File: src/hdl/ardf_pkg.sv
// Shared constants, types and key functions of the array row distinct filter.
`default_nettype none

package ardf_pkg;

    // Key store geometry
    localparam int SET_DEPTH = 64;
    localparam int IDX_W     = $clog2(SET_DEPTH);
    localparam int CNT_W     = $clog2(SET_DEPTH + 1);
    localparam int KEY_W     = 64;
    localparam int OFS_W     = 32;
    localparam int ET_W      = 3;
    localparam int CMD_W     = 2;

    // Element type codes; the unused code compares like long
    localparam logic [ET_W-1:0] ET_BYTE   = 3'd0;
    localparam logic [ET_W-1:0] ET_SHORT  = 3'd1;
    localparam logic [ET_W-1:0] ET_INT    = 3'd2;
    localparam logic [ET_W-1:0] ET_LONG   = 3'd3;
    localparam logic [ET_W-1:0] ET_FLOAT  = 3'd4;
    localparam logic [ET_W-1:0] ET_DOUBLE = 3'd5;
    localparam logic [ET_W-1:0] ET_BOOL   = 3'd6;
    localparam logic [ET_W-1:0] ET_RESET  = ET_INT;

    // Command codes
    localparam logic [CMD_W-1:0] CMD_ELEM  = 2'd0;
    localparam logic [CMD_W-1:0] CMD_EMPTY = 2'd1;
    localparam logic [CMD_W-1:0] CMD_NULL  = 2'd2;
    localparam logic [CMD_W-1:0] CMD_NONE  = 2'd3;

    typedef enum logic [1:0] {
        ST_IDLE,
        ST_SEARCH,
        ST_FINISH
    } ardf_state_t;

    // Decision held for the item in flight until it is committed
    typedef struct packed {
        logic has;
        logic is_null;
        logic rend;
        logic rnull;
        logic ovf;
        logic store;
    } ardf_pend_t;

    // Compare width per element type
    function automatic logic [KEY_W-1:0] width_mask(input logic [ET_W-1:0] et);
        logic [KEY_W-1:0] m;
        unique case (et)
            ET_BYTE:            m = 64'h0000_0000_0000_00FF;
            ET_SHORT:           m = 64'h0000_0000_0000_FFFF;
            ET_INT, ET_FLOAT:   m = 64'h0000_0000_FFFF_FFFF;
            ET_BOOL:            m = 64'h0000_0000_0000_0001;
            default:            m = '1;
        endcase
        return m;
    endfunction

    // Normalise a value to its compare key: fold NaNs together and -0 onto +0
    function automatic logic [KEY_W-1:0] make_key(input logic [ET_W-1:0] et,
                                                  input logic [KEY_W-1:0] v);
        logic [KEY_W-1:0] k;
        k = v & width_mask(et);
        if (et == ET_FLOAT) begin
            if (k[30:23] == 8'hFF && k[22:0] != 23'd0) begin
                k = 64'h0000_0000_7FC0_0000;
            end
            else if (k == 64'h0000_0000_8000_0000) begin
                k = '0;
            end
        end
        else if (et == ET_DOUBLE) begin
            if (k[62:52] == 11'h7FF && k[51:0] != 52'd0) begin
                k = 64'h7FF8_0000_0000_0000;
            end
            else if (k == 64'h8000_0000_0000_0000) begin
                k = '0;
            end
        end
        return k;
    endfunction

endpackage

`default_nettype wire

File: src/hdl/ardf_in_if.sv
// Input channel: one array element or row command per transfer.
`default_nettype none

interface ardf_in_if;
    logic                         valid;
    logic                         ready;
    logic [ardf_pkg::CMD_W-1:0]   cmd;
    logic                         elem_null;
    logic [ardf_pkg::KEY_W-1:0]   elem_value;
    logic                         row_last;

    modport source (output valid, output cmd, output elem_null, output elem_value,
                    output row_last, input ready);
    modport sink   (input valid, input cmd, input elem_null, input elem_value,
                    input row_last, output ready);
endinterface

`default_nettype wire

File: src/hdl/ardf_out_if.sv
// Output channel: one filtered element and/or row end per transfer.
`default_nettype none

interface ardf_out_if;
    logic                         valid;
    logic                         ready;
    logic                         has_element;
    logic [ardf_pkg::KEY_W-1:0]   out_value;
    logic                         out_null;
    logic                         row_end;
    logic                         row_is_null;
    logic [ardf_pkg::OFS_W-1:0]   end_offset;
    logic                         set_overflow;

    modport source (output valid, output has_element, output out_value, output out_null,
                    output row_end, output row_is_null, output end_offset,
                    output set_overflow, input ready);
    modport sink   (input valid, input has_element, input out_value, input out_null,
                    input row_end, input row_is_null, input end_offset,
                    input set_overflow, output ready);
endinterface

`default_nettype wire

File: src/hdl/ardf_ram.sv
// Generic single-write, single-read RAM with registered read data.
`default_nettype none

module ardf_ram #(
    parameter int WIDTH = 64,
    parameter int DEPTH = 64
) (
    input  wire logic                     clk,
    input  wire logic                     we,
    input  wire logic [$clog2(DEPTH)-1:0] waddr,
    input  wire logic [WIDTH-1:0]         wdata,
    input  wire logic                     re,
    input  wire logic [$clog2(DEPTH)-1:0] raddr,
    output      logic [WIDTH-1:0]         rdata
);

    logic [WIDTH-1:0] mem [DEPTH];

    // Write port
    always_ff @(posedge clk)
    begin
        if (we)
        begin
            mem[waddr] <= wdata;
        end
    end

    // Registered read port
    always_ff @(posedge clk)
    begin
        if (re)
        begin
            rdata <= mem[raddr];
        end
    end

endmodule

`default_nettype wire

File: src/hdl/array_row_distinct_filter.sv
// Top level of the array row distinct filter.
`default_nettype none

// Passes on the first occurrence of each value within an array row, one element per
// input transfer. Keys of the open row are kept in a 64-entry RAM and searched one
// entry per cycle through its single read port; a match ends the scan early. Row
// commands, null elements and the first element of a row need no scan, and an ignored
// command leaves the block idle. Input is taken only while the block is idle, so a new
// item waits until the last one is done. A result waits in an output register; further
// input is also held back while that register is still full when the next result is
// ready. Write element_type only while the block is idle.
module array_row_distinct_filter (
    input  wire logic                        clk,
    input  wire logic                        rst_n,
    input  wire logic                        cfg_we,
    input  wire logic [ardf_pkg::ET_W-1:0]   cfg_wdata,
    ardf_in_if.sink                          in_ch,
    ardf_out_if.source                       out_ch
);

    ardf_pkg::ardf_state_t               state_reg, state_next;
    logic [ardf_pkg::ET_W-1:0]           etype_reg;
    logic [ardf_pkg::CNT_W-1:0]          seen_count_reg, seen_count_next;
    logic                                null_seen_reg, null_seen_next;
    logic [ardf_pkg::OFS_W-1:0]          offset_reg, offset_next;
    logic [ardf_pkg::CNT_W-1:0]          rd_idx_reg, rd_idx_next;
    logic                                cmp_pend_reg, cmp_pend_next;
    logic [ardf_pkg::KEY_W-1:0]          key_reg, key_next;
    logic [ardf_pkg::KEY_W-1:0]          val_reg, val_next;
    ardf_pkg::ardf_pend_t                pend_reg, pend_next;

    logic                                out_valid_reg, out_valid_next;
    logic                                out_has_reg, out_has_next;
    logic [ardf_pkg::KEY_W-1:0]          out_value_reg, out_value_next;
    logic                                out_null_reg, out_null_next;
    logic                                out_rend_reg, out_rend_next;
    logic                                out_rnull_reg, out_rnull_next;
    logic [ardf_pkg::OFS_W-1:0]          out_offset_reg, out_offset_next;
    logic                                out_ovf_reg, out_ovf_next;

    logic                                accept;
    logic                                full;
    logic                                match;
    logic                                scan_end;
    logic                                has_res;
    logic                                commit;
    logic                                search_start;
    logic                                ram_we;
    logic                                ram_re;
    logic [ardf_pkg::KEY_W-1:0]          ram_rdata;

    // Status of the item in flight
    assign accept       = in_ch.valid && in_ch.ready;
    assign full         = (seen_count_reg == ardf_pkg::CNT_W'(ardf_pkg::SET_DEPTH));
    assign match        = cmp_pend_reg && (ram_rdata == key_reg);
    assign scan_end     = cmp_pend_reg && !match && (rd_idx_reg == seen_count_reg);
    assign has_res      = pend_reg.has || pend_reg.rend;
    assign commit       = (state_reg == ardf_pkg::ST_FINISH)
                          && (!has_res || !out_valid_reg || out_ch.ready);
    assign search_start = accept && (in_ch.cmd == ardf_pkg::CMD_ELEM) && !in_ch.elem_null
                          && (seen_count_reg != '0);

    // Key store
    ardf_ram #(
        .WIDTH (ardf_pkg::KEY_W),
        .DEPTH (ardf_pkg::SET_DEPTH)
    ) u_keys (
        .clk   (clk),
        .we    (ram_we),
        .waddr (seen_count_reg[ardf_pkg::IDX_W-1:0]),
        .wdata (key_reg),
        .re    (ram_re),
        .raddr (rd_idx_reg[ardf_pkg::IDX_W-1:0]),
        .rdata (ram_rdata)
    );

    // Next state
    always_comb
    begin
        state_next = state_reg;
        unique case (state_reg)
            ardf_pkg::ST_IDLE:
            begin
                if (accept && in_ch.cmd != ardf_pkg::CMD_NONE)
                begin
                    state_next = search_start ? ardf_pkg::ST_SEARCH : ardf_pkg::ST_FINISH;
                end
            end
            ardf_pkg::ST_SEARCH:
            begin
                if (match || scan_end)
                begin
                    state_next = ardf_pkg::ST_FINISH;
                end
            end
            ardf_pkg::ST_FINISH:
            begin
                if (commit)
                begin
                    state_next = ardf_pkg::ST_IDLE;
                end
            end
            default:
            begin
                state_next = ardf_pkg::ST_IDLE;
            end
        endcase
    end

    // State machine outputs
    always_comb
    begin
        in_ch.ready = 1'b0;
        ram_re      = 1'b0;
        ram_we      = 1'b0;
        unique case (state_reg)
            ardf_pkg::ST_IDLE:
            begin
                in_ch.ready = 1'b1;
            end
            ardf_pkg::ST_SEARCH:
            begin
                ram_re = (rd_idx_reg < seen_count_reg) && !match;
            end
            ardf_pkg::ST_FINISH:
            begin
                ram_we = commit && pend_reg.store;
            end
            default:
            begin
                in_ch.ready = 1'b0;
            end
        endcase
    end

    // Item decision, key scan and row state
    always_comb
    begin
        key_next        = key_reg;
        val_next        = val_reg;
        pend_next       = pend_reg;
        rd_idx_next     = rd_idx_reg;
        cmp_pend_next   = 1'b0;
        seen_count_next = seen_count_reg;
        null_seen_next  = null_seen_reg;
        offset_next     = offset_reg;

        // Latch the item and settle everything that needs no scan
        if (accept)
        begin
            key_next        = ardf_pkg::make_key(etype_reg, in_ch.elem_value);
            val_next        = in_ch.elem_value & ardf_pkg::width_mask(etype_reg);
            pend_next       = '0;
            pend_next.rnull = (in_ch.cmd == ardf_pkg::CMD_NULL);
            pend_next.rend  = (in_ch.cmd == ardf_pkg::CMD_ELEM) ? in_ch.row_last : 1'b1;
            rd_idx_next     = '0;
            if (in_ch.cmd == ardf_pkg::CMD_ELEM)
            begin
                if (in_ch.elem_null)
                begin
                    pend_next.has     = !null_seen_reg;
                    pend_next.is_null = !null_seen_reg;
                end
                else if (seen_count_reg == '0)
                begin
                    pend_next.has   = 1'b1;
                    pend_next.store = 1'b1;
                end
            end
        end

        // Advance the scan; a miss after the last stored key emits the value
        if (ram_re)
        begin
            rd_idx_next   = rd_idx_reg + 1'b1;
            cmp_pend_next = 1'b1;
        end
        if (state_reg == ardf_pkg::ST_SEARCH && scan_end)
        begin
            pend_next.has   = 1'b1;
            pend_next.ovf   = full;
            pend_next.store = !full;
        end

        // Commit the item to the row state
        if (commit)
        begin
            if (pend_reg.store)
            begin
                seen_count_next = seen_count_reg + 1'b1;
            end
            if (pend_reg.has && pend_reg.is_null)
            begin
                null_seen_next = 1'b1;
            end
            if (pend_reg.rend)
            begin
                seen_count_next = '0;
                null_seen_next  = 1'b0;
            end
            if (pend_reg.has)
            begin
                offset_next = offset_reg + 1'b1;
            end
        end
    end

    // Output register
    always_comb
    begin
        out_valid_next  = out_valid_reg && !out_ch.ready;
        out_has_next    = out_has_reg;
        out_value_next  = out_value_reg;
        out_null_next   = out_null_reg;
        out_rend_next   = out_rend_reg;
        out_rnull_next  = out_rnull_reg;
        out_offset_next = out_offset_reg;
        out_ovf_next    = out_ovf_reg;
        if (commit && has_res)
        begin
            out_valid_next  = 1'b1;
            out_has_next    = pend_reg.has;
            out_value_next  = (pend_reg.has && !pend_reg.is_null) ? val_reg : '0;
            out_null_next   = pend_reg.is_null;
            out_rend_next   = pend_reg.rend;
            out_rnull_next  = pend_reg.rnull;
            out_offset_next = offset_next;
            out_ovf_next    = pend_reg.ovf;
        end
    end

    // Control registers
    always_ff @(posedge clk or negedge rst_n)
    begin
        if (!rst_n)
        begin
            state_reg      <= ardf_pkg::ST_IDLE;
            etype_reg      <= ardf_pkg::ET_RESET;
            seen_count_reg <= '0;
            null_seen_reg  <= 1'b0;
            offset_reg     <= '0;
            rd_idx_reg     <= '0;
            cmp_pend_reg   <= 1'b0;
            pend_reg       <= '0;
            out_valid_reg  <= 1'b0;
        end
        else
        begin
            state_reg      <= state_next;
            if (cfg_we)
            begin
                etype_reg <= cfg_wdata;
            end
            seen_count_reg <= seen_count_next;
            null_seen_reg  <= null_seen_next;
            offset_reg     <= offset_next;
            rd_idx_reg     <= rd_idx_next;
            cmp_pend_reg   <= cmp_pend_next;
            pend_reg       <= pend_next;
            out_valid_reg  <= out_valid_next;
        end
    end

    // Payload registers
    always_ff @(posedge clk)
    begin
        key_reg        <= key_next;
        val_reg        <= val_next;
        out_has_reg    <= out_has_next;
        out_value_reg  <= out_value_next;
        out_null_reg   <= out_null_next;
        out_rend_reg   <= out_rend_next;
        out_rnull_reg  <= out_rnull_next;
        out_offset_reg <= out_offset_next;
        out_ovf_reg    <= out_ovf_next;
    end

    // Drive the output channel
    assign out_ch.valid        = out_valid_reg;
    assign out_ch.has_element  = out_has_reg;
    assign out_ch.out_value    = out_value_reg;
    assign out_ch.out_null     = out_null_reg;
    assign out_ch.row_end      = out_rend_reg;
    assign out_ch.row_is_null  = out_rnull_reg;
    assign out_ch.end_offset   = out_offset_reg;
    assign out_ch.set_overflow = out_ovf_reg;

`ifndef SYNTH
    // The key count never passes the store depth
    a_count_bound: assert property (@(posedge clk) disable iff (!rst_n)
        seen_count_reg <= ardf_pkg::CNT_W'(ardf_pkg::SET_DEPTH))
        else $error("seen key count beyond store depth");

    // A key is only written once its scan is over, and never into a full store
    a_write_safe: assert property (@(posedge clk) disable iff (!rst_n)
        ram_we |-> (state_reg == ardf_pkg::ST_FINISH) && !full)
        else $error("key store written during a scan or when full");

    // The running offset moves only when an element is committed
    a_offset_step: assert property (@(posedge clk) disable iff (!rst_n)
        (offset_reg != $past(offset_reg)) |-> $past(commit && pend_reg.has))
        else $error("output offset changed without an emitted element");

    // A loaded result always carries an element or a row end
    a_result_kind: assert property (@(posedge clk) disable iff (!rst_n)
        out_valid_reg |-> (out_has_reg || out_rend_reg))
        else $error("empty result presented");
`endif

endmodule

`default_nettype wire

File: src/flat_wrapper.sv
// flat-port wrapper written by rule: the top's interface ports become plain ports
module array_row_distinct_filter_flat 
  (clk, rst_n, cfg_we, cfg_wdata, in_ch_valid, in_ch_cmd, in_ch_elem_null, in_ch_elem_value, in_ch_row_last, in_ch_ready, out_ch_valid, out_ch_has_element, out_ch_out_value, out_ch_out_null, out_ch_row_end, out_ch_row_is_null, out_ch_end_offset, out_ch_set_overflow, out_ch_ready);
  ardf_in_if in_ch_i ();
  ardf_out_if out_ch_i ();
  input  wire logic clk;
  input  wire logic rst_n;
  input  wire logic cfg_we;
  input  wire logic [ardf_pkg::ET_W-1:0] cfg_wdata;
  input wire logic [$bits(in_ch_i.valid)-1:0] in_ch_valid;
  input wire logic [$bits(in_ch_i.cmd)-1:0] in_ch_cmd;
  input wire logic [$bits(in_ch_i.elem_null)-1:0] in_ch_elem_null;
  input wire logic [$bits(in_ch_i.elem_value)-1:0] in_ch_elem_value;
  input wire logic [$bits(in_ch_i.row_last)-1:0] in_ch_row_last;
  output wire logic [$bits(in_ch_i.ready)-1:0] in_ch_ready;
  output wire logic [$bits(out_ch_i.valid)-1:0] out_ch_valid;
  output wire logic [$bits(out_ch_i.has_element)-1:0] out_ch_has_element;
  output wire logic [$bits(out_ch_i.out_value)-1:0] out_ch_out_value;
  output wire logic [$bits(out_ch_i.out_null)-1:0] out_ch_out_null;
  output wire logic [$bits(out_ch_i.row_end)-1:0] out_ch_row_end;
  output wire logic [$bits(out_ch_i.row_is_null)-1:0] out_ch_row_is_null;
  output wire logic [$bits(out_ch_i.end_offset)-1:0] out_ch_end_offset;
  output wire logic [$bits(out_ch_i.set_overflow)-1:0] out_ch_set_overflow;
  input wire logic [$bits(out_ch_i.ready)-1:0] out_ch_ready;
  assign in_ch_i.valid = in_ch_valid;
  assign in_ch_i.cmd = in_ch_cmd;
  assign in_ch_i.elem_null = in_ch_elem_null;
  assign in_ch_i.elem_value = in_ch_elem_value;
  assign in_ch_i.row_last = in_ch_row_last;
  assign in_ch_ready = in_ch_i.ready;
  assign out_ch_valid = out_ch_i.valid;
  assign out_ch_has_element = out_ch_i.has_element;
  assign out_ch_out_value = out_ch_i.out_value;
  assign out_ch_out_null = out_ch_i.out_null;
  assign out_ch_row_end = out_ch_i.row_end;
  assign out_ch_row_is_null = out_ch_i.row_is_null;
  assign out_ch_end_offset = out_ch_i.end_offset;
  assign out_ch_set_overflow = out_ch_i.set_overflow;
  assign out_ch_i.ready = out_ch_ready;
  array_row_distinct_filter u_core (.clk(clk), .rst_n(rst_n), .cfg_we(cfg_we), .cfg_wdata(cfg_wdata), .in_ch(in_ch_i), .out_ch(out_ch_i));
endmodule
File: config.mk
export PLATFORM = sky130hd
export DESIGN_NAME = array_row_distinct_filter_flat
export DESIGN_NICKNAME = d
export VERILOG_FILES = /design/src/hdl/ardf_pkg.sv /design/src/hdl/ardf_in_if.sv /design/src/hdl/ardf_out_if.sv /design/src/hdl/ardf_ram.sv /design/src/hdl/array_row_distinct_filter.sv /design/src/flat_wrapper.sv
export SDC_FILE = /design/constraint.sdc
export NUM_CORES = 2
export LEC_CHECK = 0
export ABC_AREA = 1
export CORE_AREA = 5 5 596 598
export CTS_CLUSTER_DIAMETER = 120
export CTS_CLUSTER_SIZE = 8
export DETAILED_ROUTE_END_ITERATION = 12
export DIE_AREA = 0 0 601 603
export DONT_BUFFER_PORTS = 1
export GPL_ROUTABILITY_DRIVEN = 0
export PLACE_DENSITY_LB_ADDON = 0.12
export SYNTH_ARGS = -nofsm -noshare
export SYNTH_HDL_FRONTEND = slang
export SYNTH_SLANG_ARGS = --single-unit
File: constraint.sdc
create_clock -name clk -period 5.9 [get_ports clk]
set_input_delay 1.18 -clock clk [delete_from_list [all_inputs] [get_ports clk]]
set_output_delay 1.18 -clock clk [all_outputs]
set_load 0.02 [all_outputs]
### Word-level counts from Yosys, hierarchy flattened

Memories as Yosys holds them, arrays and structs flattened. A register that Yosys moved wholly into a read port is not among the register bits.
Index checks and enable logic that the tools add are counted.

* flip-flop bits (word level): 289
* memory bits (writable): 4096
* input port bits: 76
* output and inout port bits: 103
* logic and storage cells: 131
* memories: 1

* add/sub/neg operators: 3
* magnitude comparators: 1
* equality and inequality tests: 19
* multiplexer cells: 38
* bitwise gates (word level): 1
* reduce and logical (&&, ||, !) cells: 45

Memory list
* u_core.u_keys.mem: words 64, bits a word 64, rd ports 1, clocked after memory_dff 1, wr ports 1, RTL line ardf_ram.sv:17 `logic [WIDTH-1:0] mem [DEPTH];`

Operators by type and width (count)
* two-way mux 64 bit: 7
* case mux 64 bit (4 select lines): 1
* AND 64 bit: 1
* equality test 64 x 32 -> 1 bit (second input constant): 1
* equality test 64 bit: 1
* equality test 64 bit (second input constant): 1
* two-way mux 32 bit: 2
* nonzero test 52 bit: 1
* adder 32 x 1 -> 32 bit (second input constant): 1
* two-way mux 7 bit: 4
* nonzero test 23 bit: 1
* logical AND 1 bit: 18
* two-way mux 1 bit: 16
* adder 7 x 1 -> 7 bit (second input constant): 2
* two-way mux 2 bit: 6
* equality test 11 bit (second input constant): 1
* equality test 3 bit (second input constant): 3
* equality test 8 bit (second input constant): 1
* logical NOT 1 bit: 8
* nonzero test 2 bit: 4
* equality test 7 bit: 1
* equality test 7 bit (second input constant): 1
* logical NOT 7 bit: 1
* < comparator 7 bit: 1
* 15 further kinds: 23

### Depth between registers and ports, before layout

* word-level depth: 10
* gate-level depth with buffers: 15
* gate-level depth less buffers: 13

### Hierarchy

A second synthesis with hierarchy kept.

* cells, all modules: 14652
* area total of the unflattened synthesis: 178960.4 µm²

Modules (own cells, without submodules)
* ardf_ram: instances 1, cells an instance 13405, area an instance 165946.7 µm², seq. area each 124919.8 µm²
* array_row_distinct_filter: instances 1, cells an instance 1247, area an instance 13013.7 µm², seq. area each 8379.3 µm²

### Least setup slack after synthesis

OpenSTA, ideal clock, no wires.

* path kind: input to register
* start: input out_ch_ready
* end: memory u_core.u_keys.mem[16][0] (enable)
* library setup time: 487 ps
* arrival: 4816 ps
* data required time: 5413 ps
* setup slack: 598 ps
* stages: 7
* cells stage by stage: inv_1 > nand2_1 > o21ai_0 > nor2_1 > clkbuf_1 > nand4_1 > nor2_1

* cells in the longest elaborated chain, start to end: 6

RTL lines
* start: declaration: RTL line flat_wrapper.sv:24 `input wire logic [$bits(out_ch_i.ready)-1:0] out_ch_ready;`
* logical OR 1 bit: RTL line array_row_distinct_filter.sv:59 `&& (!has_res || !out_valid_reg || out_ch.ready);`
* logical AND 1 bit: RTL line array_row_distinct_filter.sv:59
* logical AND 1 bit: RTL line array_row_distinct_filter.sv:127 `ram_we = commit && pend_reg.store;`
* two-way mux 1 bit: RTL line array_row_distinct_filter.sv:116 `unique case (state_reg)`
* two-way mux 1 bit: RTL line ardf_ram.sv:22 `if (we)`
* two-way mux 1 bit (implied by the code): RTL line ardf_ram.sv:24 `mem[waddr] <= wdata;`
* end: declaration: RTL line ardf_ram.sv:17

Every way passes these cells.

### Final worst setup path

* start: register u_core.key_reg[42] in the netlist's numbering
* end: register u_core.u_keys.rdata[35] (read register of u_core.u_keys.mem) (enable)

* cells in the longest elaborated chain, start to end: 5

RTL lines
* start: declaration: RTL line array_row_distinct_filter.sv:28 `logic [ardf_pkg::KEY_W-1:0] key_reg, key_next;`
* start signal: assignment: RTL line array_row_distinct_filter.sv:267 `key_reg <= key_next;`
* equality test 64 bit: RTL line array_row_distinct_filter.sv:55 `assign match = cmp_pend_reg && (ram_rdata == key_reg);`
* logical AND 1 bit: RTL line array_row_distinct_filter.sv:55
* logical NOT 1 bit: RTL line array_row_distinct_filter.sv:123 `ram_re = (rd_idx_reg < seen_count_reg) && !match;`
* logical AND 1 bit: RTL line array_row_distinct_filter.sv:123
* two-way mux 1 bit: RTL line array_row_distinct_filter.sv:116
* end: declaration: RTL line ardf_ram.sv:14 `output logic [WIDTH-1:0] rdata`

Every way passes these cells.
A chain may end at the register's enable or synchronous reset.

==> results.ini <==
[outcome]
outcome=complete, no violations

[timing]
setup-tns-final_ns=0
final.setup_skew_ns=0.0524
setup_viol_count_final=0
final_hold_fails=0
finalMaxSlewViolations=0
layout_min_cycle_time_ns=4.37
rsz0062_at_grt=false
fmax_mhz=229
timing.final.crit_share_pct=74.0
tightest_slew_ns=1.46
max_slew_headroom_pct=2.58

[die]
start_util_pct=49.8
die_w_um=601
core_region_area_sq_um=349000
boundary_pin_count=179
die_area_sq_um=362000
placementRows=217
die_height_um=603

[detailed_routing]
totalWireLength_um=574000
remaining_drc_errors=0
vias=115000
detailedRoute.firstPassIterationCount=6
post_drt_wl_per_cell_um=32.3
drt-initial-drc-count=15800
antenna_violating_nets_post_route=0
post_drt_via_cell_ratio=6.48

[logic_synthesis]
synthesis.instances=12900
synth.yosys.seq_area_share_pct=76.8
synth.net_count=13000
synthesis.area_per_instance_sq_um=13.5
syn-cell-area_sq_um=174000
total_of_warnings_raised_by_yosys=0
postSynthRegisterBits=4449
ys_dominant_reg_cell=sky130_fd_sc_hd__edfxtp_1
number_of_unique_standard_cell_types_used_by_synthesis=47
count_of_flip_flops_with_a_built_in_enable_after_synthesis=4389
synth-async-reset-ratio_pct=1.35

[finish]
largest_register=u_core.u_keys.mem
layout_cells_sized_above_1_pct=9.23
postLayoutCellArea_sq_um=198000
largest_reg_flops=4096
final_common_cell=sky130_fd_sc_hd__edfxtp_1
mostFrequentLayoutCells=sky130_fd_sc_hd__edfxtp_1 (4389), sky130_fd_sc_hd__nor2_1 (2362), sky130_fd_sc_hd__o21ai_0 (2078)
final.fill_count=27600
final_nets=13100
areaGrowthSynthToFinish_pct=13.8

[worst_hold_path]
hold_path_class=input pin to async pin

[worst_setup_path]
critical_path_arrival_ns=5.04
timing.critical_path.slowest_cell_delay_ns=0.82
cp_data_required_time_ns=6.57
timing.critical_path.mode_cell=sky130_fd_sc_hd__nand2_1
critical-path-slowest-cell=sky130_fd_sc_hd__edfxtp_1
crit_path_kind=flip-flop to flip-flop
endpoint_kind=flip-flop
critical_path.cell_chain=inv_1 > nand2_1 > nand2_1 > nor2_1 > nand2_1 > nor2_1 > nand2_1 > nor2_1 > nand3_1 > nand2_1 > inv_4 > buf_12
start_kind=flip-flop
crit_fanout=55
rr_worst_depth=12

[clocking]
clock_tree_from_tritoncts=built
postCtsSetupBuffers=0
clkSinkCount=4449
ctsLongestPathBuffers=4
cts.clk_slew.worst_paths_ns=0.05
cts_root_buffer=sky130_fd_sc_hd__clkbuf_16
cts_made_buffers=627
clock_insertion_delay_at_the_later_pin_of_the_skew_report_ns=1.05
cts_max_level=6
cts-resized-gates=0

[grt]
grt_remaining_overflow=0
initial_antenna_violation_count=24
largest_net_degree_at_the_start_of_global_routing=195
first_global_vias=110000
grt_pass1_wl_um=810000
global_route.usage.total_pct=30.7

[place]
dp_hpwl_um=313000
dpl_cell_area_sq_um=181000
placement.io_buffers=0

[power_and_ir_drop]
pwr_density_cell_nw_per_um2=336
total_leakage_power_nw=63.5
ir_drop_mv=0.290

[flow_run]
max-cap-violations=0

-- final timing paths --
kind | end | slack [ns] | startpoint
hold reg to reg | u_core.out_ch.row_is_null | 0.45 | u_core.pend_reg[2]
hold / removal | u_core.offset_reg[10] | 0.24 | rst_n
min in group clk | u_core.etype_reg[1] | 0.25 | cfg_we
setup reg to reg | u_core.u_keys.rdata[35] | 1.53 | u_core.key_reg[42]
max in group asynchronous | u_core.rd_idx_reg[2] | 5.16 | rst_n
setup / recovery | u_core.u_keys.rdata[35] | 1.53 | u_core.key_reg[42]
-- final cells by class --
cell class | count | area, sq um | area share (%)
tap | 4599 | 5750 | 2.91
clock buffer | 699 | 16200 | 8.19
inverter | 284 | 1140 | 0.575
antenna | 9 | 22.5 | 0.0114
clock inverter | 43 | 706 | 0.357
timing repair buffer | 397 | 4480 | 2.26
sequential | 4449 | 133000 | 67.4
multi-input combinational | 7262 | 36000 | 18.2
-- repair_timing --
action                                  4_1_cts  5_1_grt
hold buffers                                  2        0
endpoints found under the setup margin        0        0
endpoints found under the hold margin        59        0
-- critical path, delay by kind of cell (launching register included) --
| kind | cells | cell delay [ns] |
|---|---|---|
| and+or+nand+nor | 9 | 2.42 |
| buffers and inverters | 3 | 0.65 |
| DFF | 1 | 0.82 |
-- stage by stage --
| stage | cells | hold WS [ns] | util (%) | power [mW] | setup WS, ns |
|---|---|---|---|---|---|
| 2_1_floorplan | 12900 | 0.425 | - | 35.0 | 0.598 |
| 4_1_cts | 17700 | 0.174 | 56.7 | 66.8 | 1.72 |
| 3_5_place_dp | 17000 | 0.442 | 51.8 | 35.1 | 1.79 |
| 5_1_grt | 17700 | 0.206 | 56.7 | 68.2 | 1.57 |
| 6_report | 17700 | 0.243 | 56.7 | 66.5 | 1.53 |
| 3_3_place_gp | 17000 | 0.440 | 51.8 | 35.1 | 1.70 |
-- where the power goes --
group          switching (mW)  internal [mW]  leakage (nW)
registers             0.00276           34.3          40.3
clock network            12.8           19.1          8.24
logic                   0.231         0.0505          15.0
-- Yosys cell counts (2+ instances only) --
cell / number / area share, %
sky130_fd_sc_hd__edfxtp_1: 4389 / 76
sky130_fd_sc_hd__nor2_1: 2429 / 5.2
sky130_fd_sc_hd__o21ai_0: 2078 / 6.0
sky130_fd_sc_hd__o22ai_1: 614 / 2.2
sky130_fd_sc_hd__clkbuf_1: 608 / 1.3
sky130_fd_sc_hd__nand3_1: 605 / 1.7
sky130_fd_sc_hd__nand2_1: 581 / 1.3
sky130_fd_sc_hd__o221ai_1: 342 / 1.7
sky130_fd_sc_hd__inv_1: 277 / 0.60
sky130_fd_sc_hd__a21oi_1: 265 / 0.76
sky130_fd_sc_hd__buf_2: 231 / 0.67
sky130_fd_sc_hd__o211ai_1: 174 / 0.75
sky130_fd_sc_hd__dfrtp_1: 59 / 0.85
sky130_fd_sc_hd__xor2_1: 36 / 0.18
sky130_fd_sc_hd__nor2_2: 33 / 0.12
sky130_fd_sc_hd__buf_1: 31 / 0.067
sky130_fd_sc_hd__nand4_1: 22 / 0.079
sky130_fd_sc_hd__xnor2_1: 16 / 0.081
sky130_fd_sc_hd__nor3_1: 14 / 0.040
sky130_fd_sc_hd__ha_1: 11 / 0.079
sky130_fd_sc_hd__buf_4: 10 / 0.043
sky130_fd_sc_hd__o21a_1: 8 / 0.035
sky130_fd_sc_hd__buf_6: 7 / 0.045
sky130_fd_sc_hd__nor4_1: 7 / 0.025
sky130_fd_sc_hd__clkinv_1: 5 / 0.011
sky130_fd_sc_hd__nand2_2: 4 / 0.014
sky130_fd_sc_hd__nand2_4: 4 / 0.026
sky130_fd_sc_hd__a211oi_1: 2 / 0.0086
sky130_fd_sc_hd__a31oi_1: 2 / 0.0072
sky130_fd_sc_hd__buf_8: 2 / 0.017
sky130_fd_sc_hd__clkbuf_8: 2 / 0.016
sky130_fd_sc_hd__inv_2: 2 / 0.0043
sky130_fd_sc_hd__nand3_2: 2 / 0.012
-- per-layer routing --
metal,up-vias,share of wire [%],global-route usage [%]
met1,58600,38,41.5
met3,1222,10,5.65
met4,6,5.4,14.8
li1,48200,-,-
met2,6883,46,48.6
met5,-,0.0082,0
-- kinds of logic (layout without fill, tap and decap cells) --
| family | count (synthesis) | after routing | share of synthesized area (%) |
|---|---|---|---|
| AO/OA/AOI/OAI | 3492 | 3492 | 11.5 |
| other | 0 | 9 | 0 |
| AND/OR/NAND/NOR | 3707 | 3707 | 8.60 |
| flip-flops | 4449 | 4449 | 76.8 |
| XOR/XNOR | 52 | 52 | 0.262 |
| buffers and inverters | 1175 | 1423 | 2.78 |
| adder cells (fa/ha/maj) | 11 | 11 | 0.0792 |
(Power assumes the default switching activity.)
